$ cat config.mk
export PLATFORM = sky130hd
export DESIGN_NAME = jddm_queue
export DESIGN_NICKNAME = d
export VERILOG_FILES = /design/src/jddm_pkg.sv /design/src/jddm_queue.sv
export SDC_FILE = /design/constraint.sdc
export NUM_CORES = 1
export LEC_CHECK = 0
export ABC_AREA = 1
export BUFFER_PORTS_ARGS = -buffer_cell sky130_fd_sc_hd__buf_2
export CORE_MARGIN = 2
export CORE_UTILIZATION = 36
export CTS_CLUSTER_DIAMETER = 50
export CTS_CLUSTER_SIZE = 28
export DETAILED_ROUTE_END_ITERATION = 8
export SLEW_MARGIN = 25
export SYNTH_ARGS = -nofsm -noshare
export SYNTH_HDL_FRONTEND = slang
export SYNTH_SLANG_ARGS = --single-unit
$ cat constraint.sdc
create_clock -name clk_i -period 2.1 [get_ports clk_i]
set_clock_uncertainty 0.05 [all_clocks]
set_input_delay 0.21 -clock clk_i [delete_from_list [all_inputs] [get_ports clk_i]]
set_output_delay 0.21 -clock clk_i [all_outputs]
set_load 0.01 [all_outputs]
$ cat src/jddm_pkg.sv
// ----------------------------------------------------------------------------
// jddm_pkg
// shared constants, types and tables of the joystick drive mixer
// ----------------------------------------------------------------------------
`timescale 1ns / 1ps

package jddm_pkg;

  // vectoring iterations, capped at the length of the angle table
  localparam int CORDIC_STEPS = 16;
  localparam int CORDIC_N     = (CORDIC_STEPS < 24) ? CORDIC_STEPS : 24;

  // raw reading that maps to full deflection
  localparam int FULL_SCALE = 13000;

  // normalisation by reciprocal multiply: q = floor((mag*65536 + FS) / (2*FS))
  localparam int SCALE_W     = $clog2(FULL_SCALE + 1);
  localparam int NORM_DIV    = 2 * FULL_SCALE;
  localparam int NUM_W       = SCALE_W + 17;
  localparam longint unsigned NORM_RECIP_FULL = (64'd1 << 32) / 64'(NORM_DIV);
  localparam int RECIP_W     = $clog2(NORM_RECIP_FULL + 1);
  localparam int NORM_PROD_W = NUM_W + RECIP_W;
  localparam int REM_W       = $clog2(2 * NORM_DIV);
  localparam logic [RECIP_W-1:0] NORM_RECIP = RECIP_W'(NORM_RECIP_FULL);

  // axis magnitudes run 0..32768
  localparam int Q_W   = 15;
  localparam int MAG_W = 16;
  localparam logic [MAG_W-1:0] AXIS_FULL = 16'd32768;

  // vectoring datapath widths
  localparam int CX_W = 26;
  localparam int Z_W  = 19;
  localparam logic [16:0] UNIT_Q16  = 17'd65536;
  localparam logic [15:0] INV_GAIN  = 16'd39797;

  // configuration port
  localparam int CFG_W      = 15;
  localparam int CFG_ADDR_W = 3;

  typedef enum logic [CFG_ADDR_W-1:0] {
    CFG_FORWARD_CENTER   = 3'd0,
    CFG_SIDEWAYS_CENTER  = 3'd1,
    CFG_DEADZONE         = 3'd2,
    CFG_EQUALIZE         = 3'd3,
    CFG_REVERSE_SIDEWAYS = 3'd4
  } cfg_reg_e;

  // how the back end turns an item into wheel values
  typedef enum logic [1:0] {
    KIND_MIX,
    KIND_PIVOT,
    KIND_REVERSE
  } kind_e;

  // classified item held in the queue
  typedef struct packed {
    kind_e            kind;
    logic             neg;         // wheels run backwards
    logic             inner_left;  // left wheel takes the inner value
    logic [MAG_W-1:0] ax;
    logic [MAG_W-1:0] ay;
  } item_t;

  typedef struct packed {
    logic full;
    logic empty;
  } q_status_t;

  // atan(2^-i) as a fraction of a quarter turn, Q16
  function automatic logic [16:0] atan_q16(input logic [4:0] idx);
    logic [16:0] v;
    unique case (idx)
      5'd0:    v = 17'd32768;
      5'd1:    v = 17'd19344;
      5'd2:    v = 17'd10221;
      5'd3:    v = 17'd5188;
      5'd4:    v = 17'd2604;
      5'd5:    v = 17'd1303;
      5'd6:    v = 17'd652;
      5'd7:    v = 17'd326;
      5'd8:    v = 17'd163;
      5'd9:    v = 17'd81;
      5'd10:   v = 17'd41;
      5'd11:   v = 17'd20;
      5'd12:   v = 17'd10;
      5'd13:   v = 17'd5;
      5'd14:   v = 17'd3;
      5'd15:   v = 17'd1;
      5'd16:   v = 17'd1;
      default: v = 17'd0;
    endcase
    return v;
  endfunction

  // queue between front and back
  localparam int QUEUE_DEPTH = 4;
  localparam int QUEUE_AW    = $clog2(QUEUE_DEPTH);

endpackage

$ cat src/jddm_queue.sv
// ----------------------------------------------------------------------------
// jddm_queue
// short queue of classified items between front and back
// ----------------------------------------------------------------------------
`timescale 1ns / 1ps

module jddm_queue (
  input  logic                clk_i,
  input  logic                rst_ni,
  input  logic                push_i,
  input  jddm_pkg::item_t     item_i,
  input  logic                pop_i,
  output jddm_pkg::item_t     item_o,
  output jddm_pkg::q_status_t status_o
);

  jddm_pkg::item_t                mem_q [jddm_pkg::QUEUE_DEPTH];
  logic [jddm_pkg::QUEUE_AW-1:0]  wptr_q, rptr_q;
  logic [jddm_pkg::QUEUE_AW:0]    cnt_q;

  assign status_o.full  = (cnt_q == (jddm_pkg::QUEUE_AW+1)'(jddm_pkg::QUEUE_DEPTH));
  assign status_o.empty = (cnt_q == '0);
  assign item_o         = mem_q[rptr_q];

  // pointers and fill level
  always_ff @(posedge clk_i or negedge rst_ni) begin
    if (!rst_ni) begin
      wptr_q <= '0;
      rptr_q <= '0;
      cnt_q  <= '0;
    end else begin
      if (push_i) begin
        wptr_q <= wptr_q + 1'b1;
      end
      if (pop_i) begin
        rptr_q <= rptr_q + 1'b1;
      end
      unique case ({push_i, pop_i})
        2'b10:   cnt_q <= cnt_q + 1'b1;
        2'b01:   cnt_q <= cnt_q - 1'b1;
        default: cnt_q <= cnt_q;
      endcase
    end
  end

  // entry storage
  always_ff @(posedge clk_i) begin
    if (push_i) begin
      mem_q[wptr_q] <= item_i;
    end
  end

endmodule

==> summary.txt <==
Post-Route Setup TNS -> 0 ps
Die area -> 18300 um^2
CP most frequent cell -> nand2_1
Skew-Pair Late Insertion Delay -> 410 ps
Final WL -> 11800 um
Syn Area/Cell -> 13.3 um^2
Htree depth -> 4
Crit path cell chain -> buf_12 -> nand2_1 -> o211ai_1 -> nand2_1 -> buf_2
P&R area growth vs syn -> 25.8%
Die height -> 135 um
Main combinational cell family by area after synthesis -> buffers and inverters
Drt wl/cell -> 14.3 um
EDFF count, synth -> 144
Yosys top cell area share -> 0.697
Worst path required time -> 1840 ps
DP HPWL -> 7330 um
Final core occ -> 0.467
LEAKAGE -> 3.19 nW
DRT iter0 DRCs -> 180
Commonest cells post-synth -> edfxtp_1 (144), nand2_1 (119), inv_1 (85)
Max cap viols -> 0
Max VDD drop -> 0.000647 V
Mapped Nets -> 514
Mapped cell area -> 6200 um^2
FP Rows -> 47
Placed Cells -> 755
Main synth FF type -> edfxtp_1
Synth Area in XOR/XNOR -> 0.00565
Count leader, synth -> edfxtp_1
Compound-Gate Fraction of Synth Area -> 0.0887
WP data arrival -> 1680 ps
Root buffer cell -> clkbuf_16
Slew Limit Fails -> 0
Register area share after synthesis -> 0.725
Layout fillers -> 1515
Final setup viols -> 0
Sink Count -> 151
Storage element area -> 4500 um^2
GPL Wtd Cong -> 0.738
Synth area leaders -> edfxtp_1 (70%), o211ai_1 (8.7%), nand2_1 (7.2%)
Slowest stage cell, crit path -> dfrtp_4
Gr usage total -> 0.138
Pre-Repair DR Iteration Count -> 4
Critical path's top delay family -> flip-flops
Max Root-Sink Buffers -> 2
Drt drc -> 0
Simple-Gate Fraction of Synth Area -> 0.0754
Clk pin slew, worst setup/hold paths -> 60 ps
Post-route ant nets -> 0
RSZ-0062 raised after global routing -> no
Largest net degree at the start of global routing -> 53
Non-filler cells, final -> 826
Die W -> 135 um
First-pass GRT wire length -> 18800 um
Critical Path Source Type -> register
Library cells used by synthesis -> 18
# IOs -> 78
Post-synthesis adder-cell area fraction -> 0.0133
FFs w/ async S/R, synth -> 0.0464
Vias after detailed routing -> 3734
Slew headroom -> 0.674
Share of layout cells above drive strength 1 -> 0.215
CTS Buf Count -> 17
Mux cell area share after synthesis -> 0
Yosys warns -> 0
Crit path buf inv count -> 2
Footprint of the multi-input gates -> 1140 um^2
Port bufs -> 77
Fmax -> 517 MHz
HP Class -> in -> reg
Total chip power -> 10.8 mW
Crit. End Element -> output pin
Period utilization -> 0.922
Slew at the pin closest to its max-slew limit -> 489 ps
Nets@finish -> 639
Initial Util -> 0.371
Antenna cells -> 0
TritonCTS clock tree -> yes
Core area -> 16700 um^2
Final Hold Viols -> 0
Crit-path max cell delay -> 570 ps
FF-to-FF Start -> wptr_q[0]$_DFFE_PN0P_
Antenna violations before repair -> 0
Vias in the first global route -> 3689
Area leader, netlist -> edfxtp_1
Setup crit start -> rptr_q[0]$_DFFE_PN0P_
Outcome -> finished, final reports clean
PwrDens -> 1380 nW/um^2
Final min period -> 1940 ps
CP Class -> reg -> out
Via density per instance -> 4.52
Post-CTS Resized -> 0
Seq cells post-synth -> 151
Cell count after synthesis -> 468
Design area -> 7810 um^2
HP Start -> push_i
Placed Instance Area -> 6790 um^2
Grt total ovfl -> 0
Critical path fanouts, max -> 52
==> sequential cells by signal (all words and copies together), names as in the netlist <==
signal and cells:
mem_q 144, cnt_q 3, rptr_q 2, wptr_q 2
==> final cells by class <==
| class | count | area share |
|---|---|---|
| clock buffer | 19 | 0.0567 |
| clock inverter | 13 | 0.0228 |
| inverter | 86 | 0.0417 |
| multi-input combinational | 207 | 0.146 |
| sequential | 151 | 0.577 |
| tap | 220 | 0.0353 |
| timing repair buffer | 130 | 0.121 |
==> layer usage <==
layer,global-route usage,part of all wire,vias to the layer above
met2,0.219,0.48,69
li1,-,-,1856
met3,0.0404,0.042,10
met1,0.181,0.47,1799
met4,0.0492,0.011,0
met5,0,0,-
==> worst paths after layout <==
kind                       slack, ps  cells after the start                endpoint
min in group asynchronous        110                      2    cnt_q[0]$_DFFE_PN0P_
max in group asynchronous       1690                      2   rptr_q[0]$_DFFE_PN0P_
hold reg to reg                  480                      2    cnt_q[2]$_DFFE_PN0P_
hold / removal                    60                      2   wptr_q[0]$_DFFE_PN0P_
setup reg to reg                 490                      5  mem_q[0][23]$_DFFE_PP_
setup / recovery                 160                      5              item_o[15]
==> repair_timing <==
item	in CTS	in global routing
buffers inserted	0	1
endpoints found under the hold margin	152	0
hold buffers	38	0
setup endpoints to repair	0	23
==> power by group <==
group          switching (mW)  leakage (nW)  internal (mW)  total [mW]
combinational            2.14          1.49           1.29        3.43
clock                    1.13         0.303           2.01        3.14
sequential              0.232          1.40           3.96        4.19
total                    3.50          3.19           7.26        10.8
==> cell usage in the layout, fill, tap and decap left out <==
cell type / n
clkinvlp_4: 2
fa_1: 1
inv_2: 4
buf_6: 1
xnor2_1: 1
bufinv_16: 4
nand2_1: 119
dlygate4sd3_1: 38
inv_1: 81
xor2_1: 3
edfxtp_1: 144
ha_1: 5
clkbuf_1: 1
nand3_1: 1
clkinv_2: 5
o211ai_1: 72
dfrtp_4: 1
buf_4: 9
inv_6: 1
dfrtp_2: 1
o21ai_0: 2
buf_2: 77
dfrtp_1: 5
clkinv_4: 1
inv_4: 1
buf_12: 5
nand4_1: 1
nor3_1: 2
clkbuf_8: 1
clkbuf_16: 17
==> logic make-up after synthesis <==
group           count (synthesis)
simple gates                  123
flops                         151
compound gates                 74
fa+ha+maj                       6
buf+inv                       110
xor+xnor                        4
==> worst register-to-register path: stages, from the launching register on <==
cell and delay [ps]:
dfrtp_1 420, inv_1 100, ha_1 150, nand2_1 70
inv_2 310, buf_12 210
==> per-stage QoR <==
| stage | hold slack, ps | setup WS [ps] |
|---|---|---|
| 2_1_floorplan | -136 | 286 |
| 3_3_place_gp | 10.1 | 517 |
| 3_5_place_dp | 13.5 | 456 |
| 4_1_cts | 45.0 | 30.4 |
| 5_1_grt | 72.0 | 8.26 |
| 6_report | 64.7 | 165 |
No activity file was read; power rests on OpenSTA's default activity.
