<file path="src/jddm_pkg.sv">
// ----------------------------------------------------------------------------
// jddm_pkg
// shared constants, types and tables of the joystick drive mixer
// ----------------------------------------------------------------------------
`timescale 1ns / 1ps

package jddm_pkg;

  // vectoring iterations, capped at the length of the angle table
  localparam int CORDIC_STEPS = 16;
  localparam int CORDIC_N     = (CORDIC_STEPS < 24) ? CORDIC_STEPS : 24;

  // raw reading that maps to full deflection
  localparam int FULL_SCALE = 13000;

  // normalisation by reciprocal multiply: q = floor((mag*65536 + FS) / (2*FS))
  localparam int SCALE_W     = $clog2(FULL_SCALE + 1);
  localparam int NORM_DIV    = 2 * FULL_SCALE;
  localparam int NUM_W       = SCALE_W + 17;
  localparam longint unsigned NORM_RECIP_FULL = (64'd1 << 32) / 64'(NORM_DIV);
  localparam int RECIP_W     = $clog2(NORM_RECIP_FULL + 1);
  localparam int NORM_PROD_W = NUM_W + RECIP_W;
  localparam int REM_W       = $clog2(2 * NORM_DIV);
  localparam logic [RECIP_W-1:0] NORM_RECIP = RECIP_W'(NORM_RECIP_FULL);

  // axis magnitudes run 0..32768
  localparam int Q_W   = 15;
  localparam int MAG_W = 16;
  localparam logic [MAG_W-1:0] AXIS_FULL = 16'd32768;

  // vectoring datapath widths
  localparam int CX_W = 26;
  localparam int Z_W  = 19;
  localparam logic [16:0] UNIT_Q16  = 17'd65536;
  localparam logic [15:0] INV_GAIN  = 16'd39797;

  // configuration port
  localparam int CFG_W      = 15;
  localparam int CFG_ADDR_W = 3;

  typedef enum logic [CFG_ADDR_W-1:0] {
    CFG_FORWARD_CENTER   = 3'd0,
    CFG_SIDEWAYS_CENTER  = 3'd1,
    CFG_DEADZONE         = 3'd2,
    CFG_EQUALIZE         = 3'd3,
    CFG_REVERSE_SIDEWAYS = 3'd4
  } cfg_reg_e;

  // how the back end turns an item into wheel values
  typedef enum logic [1:0] {
    KIND_MIX,
    KIND_PIVOT,
    KIND_REVERSE
  } kind_e;

  // classified item held in the queue
  typedef struct packed {
    kind_e            kind;
    logic             neg;         // wheels run backwards
    logic             inner_left;  // left wheel takes the inner value
    logic [MAG_W-1:0] ax;
    logic [MAG_W-1:0] ay;
  } item_t;

  typedef struct packed {
    logic full;
    logic empty;
  } q_status_t;

  // atan(2^-i) as a fraction of a quarter turn, Q16
  function automatic logic [16:0] atan_q16(input logic [4:0] idx);
    logic [16:0] v;
    unique case (idx)
      5'd0:    v = 17'd32768;
      5'd1:    v = 17'd19344;
      5'd2:    v = 17'd10221;
      5'd3:    v = 17'd5188;
      5'd4:    v = 17'd2604;
      5'd5:    v = 17'd1303;
      5'd6:    v = 17'd652;
      5'd7:    v = 17'd326;
      5'd8:    v = 17'd163;
      5'd9:    v = 17'd81;
      5'd10:   v = 17'd41;
      5'd11:   v = 17'd20;
      5'd12:   v = 17'd10;
      5'd13:   v = 17'd5;
      5'd14:   v = 17'd3;
      5'd15:   v = 17'd1;
      5'd16:   v = 17'd1;
      default: v = 17'd0;
    endcase
    return v;
  endfunction

  // queue between front and back
  localparam int QUEUE_DEPTH = 4;
  localparam int QUEUE_AW    = $clog2(QUEUE_DEPTH);

endpackage

</file>
<file path="src/jddm_cordic.sv">
// ----------------------------------------------------------------------------
// jddm_cordic
// pipelined vectoring rotator, one iteration per stage
// ----------------------------------------------------------------------------
`timescale 1ns / 1ps

module jddm_cordic (
  input  logic                                clk_i,
  input  logic                                rst_ni,
  input  logic                                en_i,
  input  logic                                valid_i,
  input  jddm_pkg::item_t                     item_i,
  output logic                                valid_o,
  output jddm_pkg::item_t                     item_o,
  output logic signed [jddm_pkg::CX_W-1:0]    cx_o,
  output logic signed [jddm_pkg::Z_W-1:0]     z_o
);

  localparam int N = jddm_pkg::CORDIC_N;

  logic signed [jddm_pkg::CX_W-1:0] cx_q [N];
  logic signed [jddm_pkg::CX_W-1:0] cy_q [N];
  logic signed [jddm_pkg::Z_W-1:0]  z_q  [N];
  jddm_pkg::item_t                  item_q [N];
  logic [N-1:0]                     vld_q;

  for (genvar i = 0; i < N; i++) begin : g_stage
    logic signed [jddm_pkg::CX_W-1:0] cx_in, cy_in, dx, dy;
    logic signed [jddm_pkg::Z_W-1:0]  z_in, ang;
    jddm_pkg::item_t                  it_in;
    logic                             v_in;

    // x starts as |y| and y as |x|, both scaled by 256
    if (i == 0) begin : g_first
      assign cx_in = $signed(jddm_pkg::CX_W'({item_i.ay, 8'b0}));
      assign cy_in = $signed(jddm_pkg::CX_W'({item_i.ax, 8'b0}));
      assign z_in  = '0;
      assign it_in = item_i;
      assign v_in  = valid_i;
    end else begin : g_next
      assign cx_in = cx_q[i-1];
      assign cy_in = cy_q[i-1];
      assign z_in  = z_q[i-1];
      assign it_in = item_q[i-1];
      assign v_in  = vld_q[i-1];
    end

    assign dx  = cy_in >>> i;
    assign dy  = cx_in >>> i;
    assign ang = $signed(jddm_pkg::Z_W'(jddm_pkg::atan_q16(5'(i))));

    // stage valid
    always_ff @(posedge clk_i or negedge rst_ni) begin
      if (!rst_ni) begin
        vld_q[i] <= 1'b0;
      end else if (en_i) begin
        vld_q[i] <= v_in;
      end
    end

    // rotate towards the x axis
    always_ff @(posedge clk_i) begin
      if (en_i) begin
        if (!cy_in[jddm_pkg::CX_W-1]) begin
          cx_q[i] <= cx_in + dx;
          cy_q[i] <= cy_in - dy;
          z_q[i]  <= z_in + ang;
        end else begin
          cx_q[i] <= cx_in - dx;
          cy_q[i] <= cy_in + dy;
          z_q[i]  <= z_in - ang;
        end
        item_q[i] <= it_in;
      end
    end
  end

  assign valid_o = vld_q[N-1];
  assign item_o  = item_q[N-1];
  assign cx_o    = cx_q[N-1];
  assign z_o     = z_q[N-1];

endmodule

</file>
<file path="config.mk">
export PLATFORM = sky130hd
export DESIGN_NAME = jddm_cordic
export DESIGN_NICKNAME = d
export VERILOG_FILES = /design/src/jddm_pkg.sv /design/src/jddm_cordic.sv
export SDC_FILE = /design/constraint.sdc
export NUM_CORES = 2
export LEC_CHECK = 0
export ABC_CLOCK_PERIOD_IN_PS = 4800
export BUFFER_PORTS_ARGS = -buffer_cell sky130_fd_sc_hd__buf_2
export CORE_MARGIN = 5
export CORE_UTILIZATION = 60
export CTS_CLUSTER_DIAMETER = 150
export DETAILED_ROUTE_END_ITERATION = 7
export GPL_ROUTABILITY_DRIVEN = 0
export GPL_TIMING_DRIVEN = 0
export HOLD_SLACK_MARGIN = 0.1
export PLACE_DENSITY_LB_ADDON = 0.12
export SYNTH_ARGS = -nofsm -noshare
export SYNTH_HDL_FRONTEND = slang
export SYNTH_SLANG_ARGS = --single-unit
</file>
<file path="constraint.sdc">
create_clock -name clk_i -period 4.8 [get_ports clk_i]
set_input_delay 0.96 -clock clk_i [delete_from_list [all_inputs] [get_ports clk_i]]
set_output_delay 0.96 -clock clk_i [all_outputs]
set_load 0.02 [all_outputs]
</file>
==> results.toml <==
[drt]
dr_wl_met3_um = 12100
met2_length_um = 111000
vias_per_cell = 6.01
wl_per_cell_um = 19.2
drt_iter0_drc = 4931
wl_met1_um = 92600
ant_nets = 0
highest_layer = "met4"
drc = 0
totalWireLength_um = 228000
vias = 71300
dr.pass1.iters = 6

[sta]
final-hold-violation-count = 0
fin_ws_ns = 0.0236
finalMaxSlewViolations = 0
setup_viol = 0
fmax_ghz = 0.209
relSlewSlack_pct = 20.8
rsz0062_at_grt = "true"
skew_ns = 0.0532
period_minus_slack_ns = 4.78
final.period_utilization_pct = 99.5
tightest_slew_ns = 1.19

[global_route]
grt_pass1_wl_um = 361000
grt-ovfl-total = 0
grt_max_degree = 141
grt_pass1_vias = 70000
grtUsageTotal_pct = 25.5
antenna_found_initial = 6

[clock_network]
cts_buffers = 168
cts_tree = "done"
cts_root_buf = "clkbuf_16"
cts-htree-levels = 4
path_clk_slew_ns = 0.06
clock_path_buffers = 3
insertion_delay_ns = 0.85
cts_sinks = 1584

[floorplan]
dieArea_mm2 = 0.176
die-width_um = 420
core-area_mm2 = 0.167
rows = 150
die_h_um = 420
initial_core_util_pct = 60.3
ioPinCount = 122

[logic_synthesis]
async_flop_share_pct = 1.01
synth-edff-count = 1568
ys_seq_area_share_pct = 47.1
syn-instance-count = 9192
ys_types = 97
synth_area_mm2 = 0.101
yosysWarnings = 0
synth_fp_nets = 10200
synth_top_area_cell = "edfxtp_1"
synthFlopType = "edfxtp_1"
ys_seq_elements = 1584
yosysMostFrequentCell = "edfxtp_1"
synth_top_cells_by_area = "edfxtp_1, ha_1, xnor2_1"
synth_common_cells = "edfxtp_1, ha_1, xnor2_1"
synth_top_area_share_pct = 46.7
synth_area_per_cell_um2 = 11.0

[worst_setup_path]
cp.required_ns = 5.37
critPathMaxFanout = 23
start_kind = "input port"
endpoint_kind = "flip-flop"
worstSetupPathType = "in2reg"
worst_ep_arrival_time_ns = 5.35

[layout]
drive_gt1_share_pct = 7.30
fin_cells = 11900
nets = 10600
area_delta_synth_final_pct = 10.2
fillers = 12500

[flow_run]
maxCapViolCount = 0

[run_status]
status = "finished, final reports clean"

[placed_design]
placed_cells = 11500
post-place-ws_ns = -4.90
port-buffer-count = 120
hpwl_um = 170000

[worst_hold_path]
hp-class = "in2reg"
worst paths after layout:
check                                   end         start  slack, ns  cells past startpoint
setup / recovery                cy_q[1][77]          en_i       0.02                     20
hold / removal                item_q[0][34]    item_i[34]       0.30                      1
setup reg to reg               cy_q[0][206]  cx_q[0][163]       0.19                     15
hold reg to reg                item_q[9][9]  item_q[8][9]       0.41                      0
max in group asynchronous  g_stage[11].v_in        rst_ni       3.93                      2
min in group asynchronous  g_stage[15].v_in        rst_ni       0.62                      2
metal layers:
layer,GRT usage (%),vias up
met4,12.6,0
met3,3.84,618
met1,30.8,33800
met2,44.7,2086
li1,-,34800
met5,0,-
kinds of logic after synthesis:
logic type / count (synthesis) / synth area share, %
AOI/OAI and AO/OA: 2361 / 15.1
xor gates and xnor gates: 1224 / 10.6
adders and majority gates: 1017 / 12.9
buffers and inverters: 543 / 2.13
DFF: 1584 / 47.1
muxes: 70 / 0.738
other: 1 / 0.00372
and+or+nand+nor: 2392 / 11.4
worst max-delay path, stage by stage:
cell	delay, ns
buf_16	0.18
buf_16	0.14
buf_16	0.16
clkbuf_16	0.24
nand2_2	0.22
inv_1	0.18
clkbuf_1	0.52
a31oi_1	0.15
xor2_1	0.19
ha_1	0.24
a21o_1	0.18
a21o_1	0.17
a21oi_1	0.18
o31ai_2	0.19
a21oi_1	0.27
o31ai_1	0.15
or4_1	0.47
a31o_2	0.26
a21oi_1	0.19
xnor2_1	0.08
state kept, by name, indices dropped and copies added, names as in the netlist:
name	count
cx_q	389
cy_q	352
g_stage.v_in	15
item_q	576
valid_o	1
z_q	251
cells in the final DEF, fill, tap and decap left out, types with 110 or more instances in the layout:
cell and n:
a21o_1 292, a21oi_1 707, buf_2 127, clkbuf_16 173
edfxtp_1 1568, ha_1 978, inv_1 382, nand2_1 552
nand2b_1 154, nand3_1 150, nor2_1 698, nor2b_1 154
nor3_1 248, o21a_1 133, o21ai_0 464, o31ai_1 110
xnor2_1 822, xor2_1 400
through the flow:
stage                     area (µm²)  util, %  hold slack (ns)  setup TNS, ns
final                         111000     66.4            0.302              0
after global routing          111000     66.4            0.255         -0.172
after CTS                     111000     66.1            0.239              0
after detailed placement      105000     62.5            0.405       -3703.40
after global placement        104000     62.3            0.400              -
after floorplan               101000        -            0.400        -0.0488
timing repair:
action                                 in CTS  in global routing
setup buffers                               7                 15
endpoints found under the hold margin      16                  0
cloned                                     10                  0
gates resized for setup                   106                125
setup endpoints to repair                1671                 94
pin swaps                                   4                 15
hold buffers                                1                  0
layout make-up:
cell class / instances / area, µm² / share of cell area [%]
multi-input cells: 7065 / 51800 / 46.6
flip-flops and latches: 1584 / 47500 / 42.7
clock buffers: 209 / 4400 / 3.96
well taps: 2204 / 2760 / 2.48
inverters: 393 / 1500 / 1.35
repair buffers: 161 / 1330 / 1.19
clock inverters: 93 / 950 / 0.855
plain buffers: 146 / 913 / 0.822
diodes: 4 / 10.0 / 0.00901
repair inverters: 1 / 5.00 / 0.00450
Power is left out: the tool's default activity adds up to more than one toggle a clock period on the data nets, which glitch-free logic cannot reach.
