`config.mk`:
```
export PLATFORM = sky130hd
export DESIGN_NAME = jddm_front
export DESIGN_NICKNAME = d
export VERILOG_FILES = /design/src/jddm_pkg.sv /design/src/jddm_front.sv
export SDC_FILE = /design/constraint.sdc
export NUM_CORES = 1
export LEC_CHECK = 0
export ABC_AREA = 1
export BUFFER_PORTS_ARGS = -buffer_cell sky130_fd_sc_hd__buf_2
export CORE_MARGIN = 5
export CORE_UTILIZATION = 24
export CTS_CLUSTER_SIZE = 8
export DETAILED_ROUTE_END_ITERATION = 10
export PLACE_DENSITY_LB_ADDON = 0.3
export SYNTH_ARGS = -nofsm -noshare
export SYNTH_HDL_FRONTEND = slang
export SYNTH_SLANG_ARGS = --single-unit
```
`constraint.sdc`:
```
create_clock -name clk_i -period 15.58 [get_ports clk_i]
set_input_delay 4.674 -clock clk_i [delete_from_list [all_inputs] [get_ports clk_i]]
set_output_delay 4.674 -clock clk_i [all_outputs]
set_load 0.005 [all_outputs]
```
`src/jddm_pkg.sv`:
```
// ----------------------------------------------------------------------------
// jddm_pkg
// shared constants, types and tables of the joystick drive mixer
// ----------------------------------------------------------------------------
`timescale 1ns / 1ps

package jddm_pkg;

  // vectoring iterations, capped at the length of the angle table
  localparam int CORDIC_STEPS = 16;
  localparam int CORDIC_N     = (CORDIC_STEPS < 24) ? CORDIC_STEPS : 24;

  // raw reading that maps to full deflection
  localparam int FULL_SCALE = 13000;

  // normalisation by reciprocal multiply: q = floor((mag*65536 + FS) / (2*FS))
  localparam int SCALE_W     = $clog2(FULL_SCALE + 1);
  localparam int NORM_DIV    = 2 * FULL_SCALE;
  localparam int NUM_W       = SCALE_W + 17;
  localparam longint unsigned NORM_RECIP_FULL = (64'd1 << 32) / 64'(NORM_DIV);
  localparam int RECIP_W     = $clog2(NORM_RECIP_FULL + 1);
  localparam int NORM_PROD_W = NUM_W + RECIP_W;
  localparam int REM_W       = $clog2(2 * NORM_DIV);
  localparam logic [RECIP_W-1:0] NORM_RECIP = RECIP_W'(NORM_RECIP_FULL);

  // axis magnitudes run 0..32768
  localparam int Q_W   = 15;
  localparam int MAG_W = 16;
  localparam logic [MAG_W-1:0] AXIS_FULL = 16'd32768;

  // vectoring datapath widths
  localparam int CX_W = 26;
  localparam int Z_W  = 19;
  localparam logic [16:0] UNIT_Q16  = 17'd65536;
  localparam logic [15:0] INV_GAIN  = 16'd39797;

  // configuration port
  localparam int CFG_W      = 15;
  localparam int CFG_ADDR_W = 3;

  typedef enum logic [CFG_ADDR_W-1:0] {
    CFG_FORWARD_CENTER   = 3'd0,
    CFG_SIDEWAYS_CENTER  = 3'd1,
    CFG_DEADZONE         = 3'd2,
    CFG_EQUALIZE         = 3'd3,
    CFG_REVERSE_SIDEWAYS = 3'd4
  } cfg_reg_e;

  // how the back end turns an item into wheel values
  typedef enum logic [1:0] {
    KIND_MIX,
    KIND_PIVOT,
    KIND_REVERSE
  } kind_e;

  // classified item held in the queue
  typedef struct packed {
    kind_e            kind;
    logic             neg;         // wheels run backwards
    logic             inner_left;  // left wheel takes the inner value
    logic [MAG_W-1:0] ax;
    logic [MAG_W-1:0] ay;
  } item_t;

  typedef struct packed {
    logic full;
    logic empty;
  } q_status_t;

  // atan(2^-i) as a fraction of a quarter turn, Q16
  function automatic logic [16:0] atan_q16(input logic [4:0] idx);
    logic [16:0] v;
    unique case (idx)
      5'd0:    v = 17'd32768;
      5'd1:    v = 17'd19344;
      5'd2:    v = 17'd10221;
      5'd3:    v = 17'd5188;
      5'd4:    v = 17'd2604;
      5'd5:    v = 17'd1303;
      5'd6:    v = 17'd652;
      5'd7:    v = 17'd326;
      5'd8:    v = 17'd163;
      5'd9:    v = 17'd81;
      5'd10:   v = 17'd41;
      5'd11:   v = 17'd20;
      5'd12:   v = 17'd10;
      5'd13:   v = 17'd5;
      5'd14:   v = 17'd3;
      5'd15:   v = 17'd1;
      5'd16:   v = 17'd1;
      default: v = 17'd0;
    endcase
    return v;
  endfunction

  // queue between front and back
  localparam int QUEUE_DEPTH = 4;
  localparam int QUEUE_AW    = $clog2(QUEUE_DEPTH);

endpackage

```
`src/jddm_front.sv`:
```
// ----------------------------------------------------------------------------
// jddm_front
// centres and normalises both axes, then classifies the stick position
// ----------------------------------------------------------------------------
`timescale 1ns / 1ps

module jddm_front (
  input  logic                    clk_i,
  input  logic                    rst_ni,
  input  logic                    in_valid_i,
  output logic                    in_stall_o,
  input  logic signed [15:0]      forward_sample_i,
  input  logic signed [15:0]      sideways_sample_i,
  input  logic [14:0]             forward_center_i,
  input  logic [14:0]             sideways_center_i,
  input  logic [6:0]              reverse_sideways_percent_i,
  input  jddm_pkg::q_status_t     q_status_i,
  output logic                    push_o,
  output jddm_pkg::item_t         item_o
);

  // index 0 is the forward axis (y), index 1 the sideways axis (x)
  logic signed [15:0] sample [2];
  logic [14:0]        center [2];

  logic [4:0] vld_q;
  logic       adv;

  logic [16:0]                       diff   [2];
  logic [16:0]                       mag_abs[2];
  logic [jddm_pkg::NUM_W-1:0]        num_d  [2];
  logic [jddm_pkg::NORM_PROD_W-1:0]  prod_d [2];
  logic [jddm_pkg::NUM_W-1:0]        rem_d  [2];
  logic [jddm_pkg::MAG_W-1:0]        q_d    [2];

  logic [jddm_pkg::SCALE_W-1:0] s1_mag_q [2];
  logic [1:0]                   s1_neg_q, s1_sat_q;
  logic [jddm_pkg::NUM_W-1:0]   s2_num_q [2];
  logic [jddm_pkg::Q_W-1:0]     s2_qest_q[2];
  logic [1:0]                   s2_neg_q, s2_sat_q;
  logic [jddm_pkg::Q_W-1:0]     s3_qest_q[2];
  logic [jddm_pkg::REM_W-1:0]   s3_rem_q [2];
  logic [1:0]                   s3_neg_q, s3_sat_q;
  logic [jddm_pkg::MAG_W-1:0]   s4_mag_q [2];
  logic [1:0]                   s4_neg_q;
  jddm_pkg::item_t              s5_item_q;

  logic                 x_ne0, x_lt0, y_lt0, y_le0, rev;
  logic [22:0]          ax_scaled;
  jddm_pkg::item_t      item_d;

  assign sample[0] = forward_sample_i;
  assign sample[1] = sideways_sample_i;
  assign center[0] = forward_center_i;
  assign center[1] = sideways_center_i;

  // the whole front moves unless its last item cannot enter the queue
  assign adv        = !(vld_q[4] && q_status_i.full);
  assign in_stall_o = vld_q[4] && q_status_i.full;
  assign push_o     = vld_q[4] && !q_status_i.full;
  assign item_o     = s5_item_q;

  // per-axis arithmetic
  always_comb begin
    for (int a = 0; a < 2; a++) begin
      diff[a]    = 17'(sample[a]) - 17'(center[a]);
      mag_abs[a] = diff[a][16] ? (~diff[a] + 17'd1) : diff[a];
      num_d[a]   = jddm_pkg::NUM_W'({s1_mag_q[a], 16'b0})
                 + jddm_pkg::NUM_W'(jddm_pkg::FULL_SCALE);
      prod_d[a]  = jddm_pkg::NORM_PROD_W'(num_d[a])
                 * jddm_pkg::NORM_PROD_W'(jddm_pkg::NORM_RECIP);
      rem_d[a]   = s2_num_q[a] - jddm_pkg::NUM_W'(s2_qest_q[a])
                 * jddm_pkg::NUM_W'(jddm_pkg::NORM_DIV);
      q_d[a]     = jddm_pkg::MAG_W'(s3_qest_q[a])
                 + jddm_pkg::MAG_W'(s3_rem_q[a] >= jddm_pkg::REM_W'(jddm_pkg::NORM_DIV));
    end
  end

  // classification of the normalised position
  always_comb begin
    x_ne0     = (s4_mag_q[1] != '0);
    x_lt0     = s4_neg_q[1];
    y_lt0     = s4_neg_q[0];
    y_le0     = s4_neg_q[0] || (s4_mag_q[0] == '0);
    ax_scaled = 23'(s4_mag_q[1]) * 23'd100;
    rev       = (ax_scaled < 23'({reverse_sideways_percent_i, 15'b0})) && y_lt0;

    item_d.ax         = s4_mag_q[1];
    item_d.ay         = s4_mag_q[0];
    item_d.inner_left = !x_lt0;
    item_d.neg        = y_lt0 && (rev || !x_ne0);
    priority if (rev) begin
      item_d.kind = jddm_pkg::KIND_REVERSE;
    end else if (x_ne0 && y_le0) begin
      item_d.kind = jddm_pkg::KIND_PIVOT;
    end else begin
      item_d.kind = jddm_pkg::KIND_MIX;
    end
  end

  // stage valid bits
  always_ff @(posedge clk_i or negedge rst_ni) begin
    if (!rst_ni) begin
      vld_q <= '0;
    end else if (adv) begin
      vld_q <= {vld_q[3:0], in_valid_i};
    end
  end

  // stage payload
  always_ff @(posedge clk_i) begin
    if (adv) begin
      for (int a = 0; a < 2; a++) begin
        s1_mag_q[a]  <= mag_abs[a][jddm_pkg::SCALE_W-1:0];
        s2_num_q[a]  <= num_d[a];
        s2_qest_q[a] <= prod_d[a][32 +: jddm_pkg::Q_W];
        s3_qest_q[a] <= s2_qest_q[a];
        s3_rem_q[a]  <= rem_d[a][jddm_pkg::REM_W-1:0];
        s4_mag_q[a]  <= s3_sat_q[a] ? jddm_pkg::AXIS_FULL : q_d[a];
        s4_neg_q[a]  <= s3_neg_q[a];
        s1_neg_q[a]  <= diff[a][16];
        s1_sat_q[a]  <= mag_abs[a] >= 17'(jddm_pkg::FULL_SCALE);
      end
      s2_neg_q  <= s1_neg_q;
      s2_sat_q  <= s1_sat_q;
      s3_neg_q  <= s2_neg_q;
      s3_sat_q  <= s2_sat_q;
      s5_item_q <= item_d;
    end
  end

endmodule

```
==> qor.csv <==
stage,metric,value,unit
die,die_area,99900,µm²
grt,grt_pass1_wl,77300,µm
setup_path,cp_max_fo,53,
logic_synthesis,syn_inst,2543,
timing,hold_violations,0,
clock_network,cts_buffer_depth,2,
die,core_area,93200,µm²
setup_path,cp_data_arrival_time,5650,ps
cells_and_area,fillers,10060,
clock_network,ctsResizeCount,0,
timing,worst_pin_slew,957,ps
logic_synthesis,yosysTopAreaCell,edfxtp_1,
timing,fin_tns_setup,0,ps
grt,antenna_found_initial,1,
routing,wirelength,45500,µm
timing,maxSlewViolCount,0,
setup_path,reg2reg_from,s1_mag_q[0][2],
routing,ant_nets,0,
clock_network,clk_pin_slew,70,ps
setup_path,r2r_end,s2_qest_q[0][12],
die,die_h,316,µm
placed_design,port_buffers,110,
grt,grt_remaining_overflow,0,
logic_synthesis,synth_edf_count,192,
logic_synthesis,avgSynthCellArea,8.84,µm²
setup_path,r2r_slack,10400,ps
die,rows,112,
clock_network,htreeDepth,4,
routing,dr.pass1.iters,5,
timing,fmax,96.9,MHz
clock_network,cts_setup_buffers,0,
die,die_w,316,µm
logic_synthesis,netlist_area,22500,µm²
logic_synthesis,synth_fp_nets,3200,
clock_network,clock-sinks,197,
timing,finalSetupViolCount,0,
logic_synthesis,ys_seq_area_share,26.2,%
clock_network,cts_tree,yes,
logic_synthesis,yosysTopAreaCellShare,25.6,%
setup_path,cp_data_required_time,10910,ps
timing,relSlewSlack,36.2,%
routing,drtIter0Drc,583,
timing,fin_crit,10320,ps
job,maxCapViolations,0,
cells_and_area,regArea,5890,µm²
cells_and_area,drive_above_1_share,7.94,%
routing,wl_per_cell,11.6,µm
cells_and_area,multi_input_area,14200,µm²
logic_synthesis,yosys_warnings,0,
die,ios,112,
grt,grt_max_degree,78,
routing,via_per_inst,3.96,
timing,finalClockSkew,19.2,ps
timing,rsz0062_at_grt,no,
grt,grt_usage,9.49,%
setup_path,crit_start,q_status_i[1],
clock_network,root_buffer,clkbuf_16,
logic_synthesis,synth_area_leaders,"edfxtp_1 (26%), ha_1 (24%), fa_1 (14%)",
grt,grt_pass1_vias,15762,
logic_synthesis,synth_cell_types,46,
placed_design,dpl.hpwl,39300,µm
die,start_util,24.1,%
clock_network,cts_hold_buf,0,
setup_path,crit_path_start_kind,primary input,
setup_path,path_class,primary input to output port,
cells_and_area,antennaDiodeCount,0,
clock_network,insertion_delay,480,ps
outcome,status,finished clean,
hold_path,hold_path_class,flop to flop,
setup_path,endpoint,in_stall_o,
routing,drc_errors,0,
routing,vias,15590,
cells_and_area,area_growth,12.0,%
logic_synthesis,synth.ff_latch_count,197,
clock_network,cts_buffers,17,
setup_path,r2r_cells,17,
placed_design,place.gp.congestion,0.822,
timing,period_share,66.2,%
cells_and_area,final_nets,3325,
setup_path,crit_path_end_kind,output port,
logic_synthesis,ys.flop_type,edfxtp_1,
logic_synthesis,async_flop_share,2.54,%
hold_path,holdPathStages,0,
-- kinds of logic (layout without fill, tap and decap cells) --
family                   after synthesis  in the layout  share of synthesized area [%]
buffers and inverters                636            774                           10.7
adder cells (fa/ha/maj)              583            583                           37.7
AO/OA/AOI/OAI                        248            248                           6.20
AND/OR/NAND/NOR                      779            779                           15.3
flip-flops                           197            197                           26.2
XOR/XNOR                             100            100                           3.89
-- cell type report --
cell class              instances  share of cell area [%]
clock buffers                  18                    1.70
well taps                    1254                    6.23
inverters                     630                    9.39
clock inverters                14                   0.621
repair buffers                112                    2.25
multi-input cells            1710                    56.4
flip-flops and latches        197                    23.4
-- cells in the final DEF, fill, tap and decap left out, types with 15 or more instances in the layout --
master	synthesis	routed
a21oi_1	125	125
buf_2	1	110
clkbuf_16	0	17
edfxtp_1	192	192
fa_1	158	158
ha_1	425	425
inv_1	618	618
nand2_1	400	399
nand2_2	35	35
nand3_1	99	99
nand3b_1	15	15
nand4_1	27	27
nor2_1	144	144
nor3_1	20	20
o21ai_0	58	58
xnor2_1	38	38
xor2_1	62	62
-- synth_stat cells (2+ instances only) --
cell type,count
o21ai_1,6
edfxtp_1,192
dfrtp_1,5
nand3_2,7
nand2_2,35
clkinv_1,3
nand4_1,27
inv_2,9
inv_1,618
clkbuf_1,2
xor2_1,62
nor3_1,20
nand2_1,400
nor2_1,144
ha_1,425
or2_2,3
a31oi_1,5
a21boi_0,5
and2_1,6
o21ai_0,58
a211oi_1,3
o21a_1,8
a21oi_1,125
o21bai_1,13
nor4_1,9
o211ai_1,5
nand3_1,99
o2111ai_1,2
o31ai_1,5
xnor2_1,38
nor2_2,7
buf_4,2
a21o_1,8
fa_1,158
nor2_4,4
nand3b_1,15
-- sequential cells by signal (all words and copies together), names as in the netlist, 5 cells and up --
| signal | cells |
|---|---|
| s2_qest_q | 30 |
| s3_rem_q | 22 |
| s4_mag_q | 32 |
| s1_mag_q | 28 |
| vld_q | 5 |
| s3_qest_q | 30 |
| item_o | 36 |
-- per-stage QoR --
stage	std cells	instance area (µm²)	worst slack, ps	utilization (%)	hold WS (ps)
after floorplan	2543	22500	1560	-	400
after global placement	3903	24600	5190	26.4	404
after detailed placement	3903	24600	5190	26.4	405
after CTS	3935	25200	5200	27.0	423
after global routing	3935	25200	5140	27.0	431
final	3935	25200	5260	27.0	423
-- routing by layer --
layer  GRT usage (%)  vias up  wire length [µm]
met5               0        -                 0
met4            2.52        0               587
met3            1.29       24              1200
met2            15.5      172             20700
met1            13.2     6992             23000
li1                -     8402                 -
-- critical path: stages --
cell and delay (ps):
buf_2 120, nand2_4 490, inv_1 180, buf_2 170
-- worst min-delay path by stage --
stage	start	end	slack [ps]
2_1_floorplan	s1_neg_q[0]	s2_neg_q[0]	400
3_3_place_gp	s2_neg_q[1]	s3_neg_q[1]	400
3_5_place_dp	s2_qest_q[0][12]	s3_qest_q[0][12]	410
4_1_cts	s2_qest_q[0][12]	s3_qest_q[0][12]	420
5_1_grt	s2_qest_q[0][28]	s3_qest_q[0][28]	430
6_report	s2_qest_q[0][12]	s3_qest_q[0][12]	420
Power is not shown: default switching activity piles up to over one toggle a cycle in this logic, so the estimate is an artifact.
