File: config.mk
export PLATFORM = sky130hd
export DESIGN_NAME = jddm_back
export DESIGN_NICKNAME = d
export VERILOG_FILES = /design/src/jddm_pkg.sv /design/src/jddm_back.sv
export SDC_FILE = /design/constraint.sdc
export NUM_CORES = 2
export LEC_CHECK = 0
export BUFFER_PORTS_ARGS = -buffer_cell sky130_fd_sc_hd__buf_2
export CORE_MARGIN = 1
export CORE_UTILIZATION = 52
export DETAILED_ROUTE_END_ITERATION = 6
export MAX_ROUTING_LAYER = met4
export PLACE_DENSITY = 0.69
export SETUP_SLACK_MARGIN = 0.05
export SLEW_MARGIN = 20
export SYNTH_ARGS = -nofsm -noshare
export SYNTH_HDL_FRONTEND = slang
export SYNTH_SLANG_ARGS = --single-unit
File: constraint.sdc
create_clock -name clk_i -period 30.2 [get_ports clk_i]
set_input_delay 4.53 -clock clk_i [delete_from_list [all_inputs] [get_ports clk_i]]
set_output_delay 4.53 -clock clk_i [all_outputs]
set_load 0.03 [all_outputs]
File: src/jddm_pkg.sv
// ----------------------------------------------------------------------------
// jddm_pkg
// shared constants, types and tables of the joystick drive mixer
// ----------------------------------------------------------------------------
`timescale 1ns / 1ps

package jddm_pkg;

  // vectoring iterations, capped at the length of the angle table
  localparam int CORDIC_STEPS = 16;
  localparam int CORDIC_N     = (CORDIC_STEPS < 24) ? CORDIC_STEPS : 24;

  // raw reading that maps to full deflection
  localparam int FULL_SCALE = 13000;

  // normalisation by reciprocal multiply: q = floor((mag*65536 + FS) / (2*FS))
  localparam int SCALE_W     = $clog2(FULL_SCALE + 1);
  localparam int NORM_DIV    = 2 * FULL_SCALE;
  localparam int NUM_W       = SCALE_W + 17;
  localparam longint unsigned NORM_RECIP_FULL = (64'd1 << 32) / 64'(NORM_DIV);
  localparam int RECIP_W     = $clog2(NORM_RECIP_FULL + 1);
  localparam int NORM_PROD_W = NUM_W + RECIP_W;
  localparam int REM_W       = $clog2(2 * NORM_DIV);
  localparam logic [RECIP_W-1:0] NORM_RECIP = RECIP_W'(NORM_RECIP_FULL);

  // axis magnitudes run 0..32768
  localparam int Q_W   = 15;
  localparam int MAG_W = 16;
  localparam logic [MAG_W-1:0] AXIS_FULL = 16'd32768;

  // vectoring datapath widths
  localparam int CX_W = 26;
  localparam int Z_W  = 19;
  localparam logic [16:0] UNIT_Q16  = 17'd65536;
  localparam logic [15:0] INV_GAIN  = 16'd39797;

  // configuration port
  localparam int CFG_W      = 15;
  localparam int CFG_ADDR_W = 3;

  typedef enum logic [CFG_ADDR_W-1:0] {
    CFG_FORWARD_CENTER   = 3'd0,
    CFG_SIDEWAYS_CENTER  = 3'd1,
    CFG_DEADZONE         = 3'd2,
    CFG_EQUALIZE         = 3'd3,
    CFG_REVERSE_SIDEWAYS = 3'd4
  } cfg_reg_e;

  // how the back end turns an item into wheel values
  typedef enum logic [1:0] {
    KIND_MIX,
    KIND_PIVOT,
    KIND_REVERSE
  } kind_e;

  // classified item held in the queue
  typedef struct packed {
    kind_e            kind;
    logic             neg;         // wheels run backwards
    logic             inner_left;  // left wheel takes the inner value
    logic [MAG_W-1:0] ax;
    logic [MAG_W-1:0] ay;
  } item_t;

  typedef struct packed {
    logic full;
    logic empty;
  } q_status_t;

  // atan(2^-i) as a fraction of a quarter turn, Q16
  function automatic logic [16:0] atan_q16(input logic [4:0] idx);
    logic [16:0] v;
    unique case (idx)
      5'd0:    v = 17'd32768;
      5'd1:    v = 17'd19344;
      5'd2:    v = 17'd10221;
      5'd3:    v = 17'd5188;
      5'd4:    v = 17'd2604;
      5'd5:    v = 17'd1303;
      5'd6:    v = 17'd652;
      5'd7:    v = 17'd326;
      5'd8:    v = 17'd163;
      5'd9:    v = 17'd81;
      5'd10:   v = 17'd41;
      5'd11:   v = 17'd20;
      5'd12:   v = 17'd10;
      5'd13:   v = 17'd5;
      5'd14:   v = 17'd3;
      5'd15:   v = 17'd1;
      5'd16:   v = 17'd1;
      default: v = 17'd0;
    endcase
    return v;
  endfunction

  // queue between front and back
  localparam int QUEUE_DEPTH = 4;
  localparam int QUEUE_AW    = $clog2(QUEUE_DEPTH);

endpackage

File: src/jddm_back.sv
// ----------------------------------------------------------------------------
// jddm_back
// wheel mixing, deadzone, equalising and percent rounding with output register
// ----------------------------------------------------------------------------
`timescale 1ns / 1ps

module jddm_back (
  input  logic                              clk_i,
  input  logic                              rst_ni,
  input  logic                              valid_i,
  input  jddm_pkg::item_t                   item_i,
  input  logic signed [jddm_pkg::CX_W-1:0]  cx_i,
  input  logic signed [jddm_pkg::Z_W-1:0]   z_i,
  input  logic [6:0]                        deadzone_percent_i,
  input  logic [7:0]                        equalize_percent_i,
  output logic                              adv_o,
  output logic                              out_valid_o,
  input  logic                              out_stall_i,
  output logic signed [7:0]                 left_speed_o,
  output logic signed [7:0]                 right_speed_o
);

  logic [5:0] vld_q;

  // stage 1: clamp and gain product
  logic [16:0]                    zc_d;
  logic [jddm_pkg::CX_W-2:0]      cxc_d;
  logic [40:0]                    b1_prod_q;
  logic [16:0]                    b1_z_q;
  jddm_pkg::item_t                b1_item_q;

  // stage 2: magnitude and inner factor
  logic [40:0]                    mag_sum;
  logic [16:0]                    mag_r;
  logic [15:0]                    b2_mag_q;
  logic [16:0]                    b2_inner_q;
  jddm_pkg::item_t                b2_item_q;

  // stage 3: wheel magnitudes
  logic [31:0]                    inner_v, outer_v, rev_v, lm_d, rm_d;
  logic [31:0]                    b3_lm_q, b3_rm_q;
  logic                           b3_neg_q;

  // stage 4: deadzone test and difference
  logic [38:0]                    l100, r100, dz_lim;
  logic [31:0]                    b4_lm_q, b4_rm_q, b4_diff_q;
  logic                           b4_neg_q, b4_dz_q, b4_lge_q;

  // stage 5: equalising
  logic                           eq_hit;
  logic [31:0]                    lm5_d, rm5_d;
  logic [31:0]                    b5_lm_q, b5_rm_q;
  logic                           b5_neg_q;

  // stage 6: percent rounding
  logic [38:0]                    lp_sum, rp_sum;
  logic [7:0]                     lp, rp;
  logic signed [7:0]              left_q, right_q;

  // the back pipeline stops as a whole while a result waits
  assign adv_o         = !(vld_q[5] && out_stall_i);
  assign out_valid_o   = vld_q[5];
  assign left_speed_o  = left_q;
  assign right_speed_o = right_q;

  always_comb begin
    // angle saturated to a quarter turn, x never negative
    if (z_i[jddm_pkg::Z_W-1]) begin
      zc_d = '0;
    end else if ($unsigned(z_i) > jddm_pkg::Z_W'(jddm_pkg::UNIT_Q16)) begin
      zc_d = jddm_pkg::UNIT_Q16;
    end else begin
      zc_d = z_i[16:0];
    end
    cxc_d = cx_i[jddm_pkg::CX_W-1] ? '0 : cx_i[jddm_pkg::CX_W-2:0];

    // magnitude rounded and saturated at full deflection
    mag_sum = b1_prod_q + 41'(24'h800000);
    mag_r   = mag_sum[40:24];

    // wheel magnitudes by item kind
    inner_v = 32'(b2_mag_q) * 32'(b2_inner_q);
    outer_v = {b2_mag_q, 16'b0};
    rev_v   = {b2_item_q.ay, 16'b0};
    unique case (b2_item_q.kind)
      jddm_pkg::KIND_REVERSE: begin
        lm_d = rev_v;
        rm_d = rev_v;
      end
      jddm_pkg::KIND_MIX, jddm_pkg::KIND_PIVOT: begin
        lm_d = b2_item_q.inner_left ? inner_v : outer_v;
        rm_d = b2_item_q.inner_left ? outer_v : inner_v;
      end
      default: begin
        lm_d = '0;
        rm_d = '0;
      end
    endcase

    // deadzone on both wheels
    l100   = 39'(b3_lm_q) * 39'd100;
    r100   = 39'(b3_rm_q) * 39'd100;
    dz_lim = 39'({deadzone_percent_i, 31'b0});

    // equalise close speeds that share a sign
    eq_hit = (40'(b4_diff_q) * 40'd100) < 40'({equalize_percent_i, 31'b0});
    priority if (b4_dz_q) begin
      lm5_d = '0;
      rm5_d = '0;
    end else if (eq_hit && (b4_lm_q != '0) && (b4_rm_q != '0)) begin
      lm5_d = b4_lge_q ? b4_lm_q : b4_rm_q;
      rm5_d = b4_lge_q ? b4_lm_q : b4_rm_q;
    end else begin
      lm5_d = b4_lm_q;
      rm5_d = b4_rm_q;
    end

    // round to whole percent
    lp_sum = 39'(b5_lm_q) * 39'd100 + 39'(31'h40000000);
    rp_sum = 39'(b5_rm_q) * 39'd100 + 39'(31'h40000000);
    lp     = lp_sum[38:31];
    rp     = rp_sum[38:31];
  end

  // stage valid bits
  always_ff @(posedge clk_i or negedge rst_ni) begin
    if (!rst_ni) begin
      vld_q <= '0;
    end else if (adv_o) begin
      vld_q <= {vld_q[4:0], valid_i};
    end
  end

  // stage payload
  always_ff @(posedge clk_i) begin
    if (adv_o) begin
      b1_prod_q  <= 41'(cxc_d) * 41'(jddm_pkg::INV_GAIN);
      b1_z_q     <= zc_d;
      b1_item_q  <= item_i;

      b2_mag_q   <= (mag_r > 17'(jddm_pkg::AXIS_FULL)) ? jddm_pkg::AXIS_FULL : mag_r[15:0];
      b2_inner_q <= (b1_item_q.kind == jddm_pkg::KIND_PIVOT) ? 17'd0
                                                              : jddm_pkg::UNIT_Q16 - b1_z_q;
      b2_item_q  <= b1_item_q;

      b3_lm_q    <= lm_d;
      b3_rm_q    <= rm_d;
      b3_neg_q   <= b2_item_q.neg;

      b4_lm_q    <= b3_lm_q;
      b4_rm_q    <= b3_rm_q;
      b4_neg_q   <= b3_neg_q;
      b4_dz_q    <= (l100 < dz_lim) && (r100 < dz_lim);
      b4_lge_q   <= b3_lm_q >= b3_rm_q;
      b4_diff_q  <= (b3_lm_q >= b3_rm_q) ? (b3_lm_q - b3_rm_q) : (b3_rm_q - b3_lm_q);

      b5_lm_q    <= lm5_d;
      b5_rm_q    <= rm5_d;
      b5_neg_q   <= b4_neg_q;

      left_q     <= b5_neg_q ? -$signed(lp) : $signed(lp);
      right_q    <= b5_neg_q ? -$signed(rp) : $signed(rp);
    end
  end

endmodule

==> impl_metrics.csv <==
group,metric,value,unit
run_status,status,"finished, final reports clean",
place,preCtsSetupSlack,17.93,ns
logic_synthesis,ys_async_sr_fraction,1.671,%
sta,fin_crit,11.68,ns
place,portBuffers,101,
routing,wl_per_cell,16.73,um
sta,timing.final.crit_share,38.67,%
logic_synthesis,synth_edf_count,353,
routing,drtAntennaViolNets,0,
global_route,grt_pass1_vias,34540,
sta,finalHoldViolCount,0,
sta,fin_ws,18.52,ns
clock_tree,cts_setup_buffers,0,
logic_synthesis,ys_ff_latch,359,
flow_run,cap_violations,0,
clock_tree,hold_buffers,0,
worst_setup_path,reg2reg_slack,23.00,ns
sta,setup_viol,0,
sta,grt_setup_unrepaired,"no",
worst_setup_path,required,30.53,ns
worst_setup_path,cp-start-kind,"primary input",
routing,drcViolationCount,0,
logic_synthesis,synth_flop_cell,"edfxtp_1",
clock_tree,clk_latency,0.61,ns
logic_synthesis,ys_types,87,
sta,tightestPinTransition,1.154,ns
sta,slew_headroom,22.89,%
floorplanning,fp.dieH,305.9,um
logic_synthesis,syn-cell-area,0.04803,mm^2
global_route,grt_overflow_total,0,
worst_setup_path,critPathArrivalTime,12.01,ns
logic_synthesis,ys_seq_area_share,22.38,%
logic_synthesis,yosysWarnings,0,
worst_setup_path,critPathKind,"primary input to flip-flop",
floorplanning,ios,118,
floorplanning,dieWidth,305.9,um
global_route,grt_start_max_net_pins,75,
clock_tree,clk_pin_slew_worst_paths,0.06,ns
place,dp_hpwl,85.73,mm
finish,final_core_util,56.08,%
clock_tree,ctsHtreeMaxLevel,2,
routing,dr_total_vias,33400,
logic_synthesis,netlist_instances,4949,
sta,fin_skew,0.03815,ns
global_route,grt_pass1_wl,174.0,mm
floorplanning,start_util,52.47,%
logic_synthesis,synth_nets,6402,
clock_tree,cts_buffers,43,
finish,area_delta_synth_final,6.873,%
routing,first_pass_iters,6,
finish,antenna_cells,0,
routing,drt_wl_total,104.4,mm
hold_path,min_path_type,"flip-flop to flip-flop",
global_route,antenna_found_initial,2,
clock_tree,cts_tree,"built",
routing,drt_iter0_drc,1793,
finish,nNetsFinal,6471,
worst_setup_path,critPathCaptureType,"flip-flop",
clock_tree,postCtsResizedCells,0,
sta,slew_viol_final,0,
floorplanning,core,0.09152,mm^2
worst_setup_path,cp_max_fo,25,
global_route,globalRouteTotalUtil,23.76,%
clock_tree,cts.sinks,359,
floorplanning,rows,111,
floorplanning,die_area,0.09358,mm^2
place,gp_congestion,0.8835,
clock_tree,cts_root_buf,"clkbuf_16",
sta,holdWs,0.4151,ns
sta,fmax,0.08563,GHz
clock_tree,cts_max_path_buffers,3,
logic_synthesis,avgSynthCellArea,9.704,um^2
sta,setup_tns,0,ns
routing,viasPerCell,5.354,
finish,drive_gt1_share,4.850,%
cell usage after synthesis (67+ instances only):
cell,instances,area (um^2)
a21oi_1,188,940.9
xor2_1,67,586.8
ha_1,840,10510
and2_1,152,950.9
o21ai_0,135,675.7
inv_1,1232,4624
xnor2_1,94,823.3
clkbuf_1,99,371.6
nand2_1,268,1006
nor2_1,252,945.9
edfxtp_1,353,10600
mux2i_1,78,780.8
fa_1,513,10270
a21o_1,92,690.7
cell type report:
type,instances,area (um^2)
fill,8034,40200
multi-input combinational,3245,32270
clock inverter,27,279.0
clock buffer,52,1152
sequential,359,10750
inverter,1235,4636
tap,1186,1484
timing repair buffer,134,753.2
critical path, cell delays in order:
cell and delay [ns]:
buf_2 0.23, nor2b_1 0.89, fa_1 0.59, fa_1 0.52, inv_1 0.05, fa_1 0.50
inv_1 0.06, fa_1 0.52, inv_1 0.05, fa_1 0.47, inv_1 0.05, fa_1 0.46
ha_1 0.31, nand4_1 0.09, a21oi_1 0.16, nand2_1 0.07, o211ai_1 0.32, a21oi_1 0.18
o21ai_0 0.45, a21oi_1 0.17, o41ai_1 0.73, nand4_1 0.18, nand4b_1 0.17, a21oi_1 0.09
xnor2_1 0.13
cell usage in the layout, fill, tap and decap left out, types with 78 or more instances in the layout:
cell | synthesis | layout
buf_2 | 7 | 101
fa_1 | 513 | 513
a21oi_1 | 188 | 188
and2_1 | 152 | 152
edfxtp_1 | 353 | 353
ha_1 | 840 | 840
mux2i_1 | 78 | 78
inv_1 | 1232 | 1232
nand2_1 | 268 | 267
o21ai_0 | 135 | 135
a21o_1 | 92 | 92
nor2_1 | 252 | 252
xnor2_1 | 94 | 94
kinds of logic (layout without fill, tap and decap cells):
kind of cell	count (synthesis)	count (layout)	share of synthesized area (%)
AO/OA/AOI/OAI	657	657	8.894
XOR/XNOR	163	163	3.017
adder cells (fa/ha/maj)	1354	1354	43.29
buffers and inverters	1345	1448	10.53
flip-flops	359	359	22.38
multiplexers	88	88	1.860
AND/OR/NAND/NOR	983	983	10.03
per-stage QoR:
step,cells,area [um^2]
after floorplan,4949,48030
after global placement,6159,49880
after detailed placement,6159,49880
after CTS,6238,51320
after global routing,6238,51330
final,6238,51330
flip-flops by register name, summed over array words and instances, names as in the netlist, 32 cells and up:
register,flops
b3_lm_q,32
b3_rm_q,32
b4_diff_q,32
b4_lm_q,32
b4_rm_q,32
b5_lm_q,32
b5_rm_q,32
per-layer routing:
layer	track usage [%]	wire (um)	share of wire [%]	up-vias
met3	2.060	4360	4.2	149
met5	-	0	0	-
met4	5.726	2331	2.2	0
met1	30.22	45540	44	16290
li1	-	-	-	16250
met2	40.99	52130	50	707
worst paths after layout:
check	start	end	cells past startpoint
max	cx_i[25]	b1_prod_q[38]$_DFFE_PN_	25
min	b1_item_q[10]$_DFFE_PN_	b2_item_q[10]$_DFFE_PN_	0
max reg2reg	b2_mag_q[2]$_SDFFCE_PN0N_	b3_rm_q[26]$_DFFE_PN_	21
min reg2reg	b1_item_q[10]$_DFFE_PN_	b2_item_q[10]$_DFFE_PN_	0
max in group asynchronous	rst_ni	vld_q[3]$_DFFE_PN0N_	1
min in group asynchronous	rst_ni	vld_q[0]$_DFFE_PN0N_	1
Power is left out: the tool's default activity adds up to more than one toggle a clock period on the data nets, which glitch-free logic cannot reach.
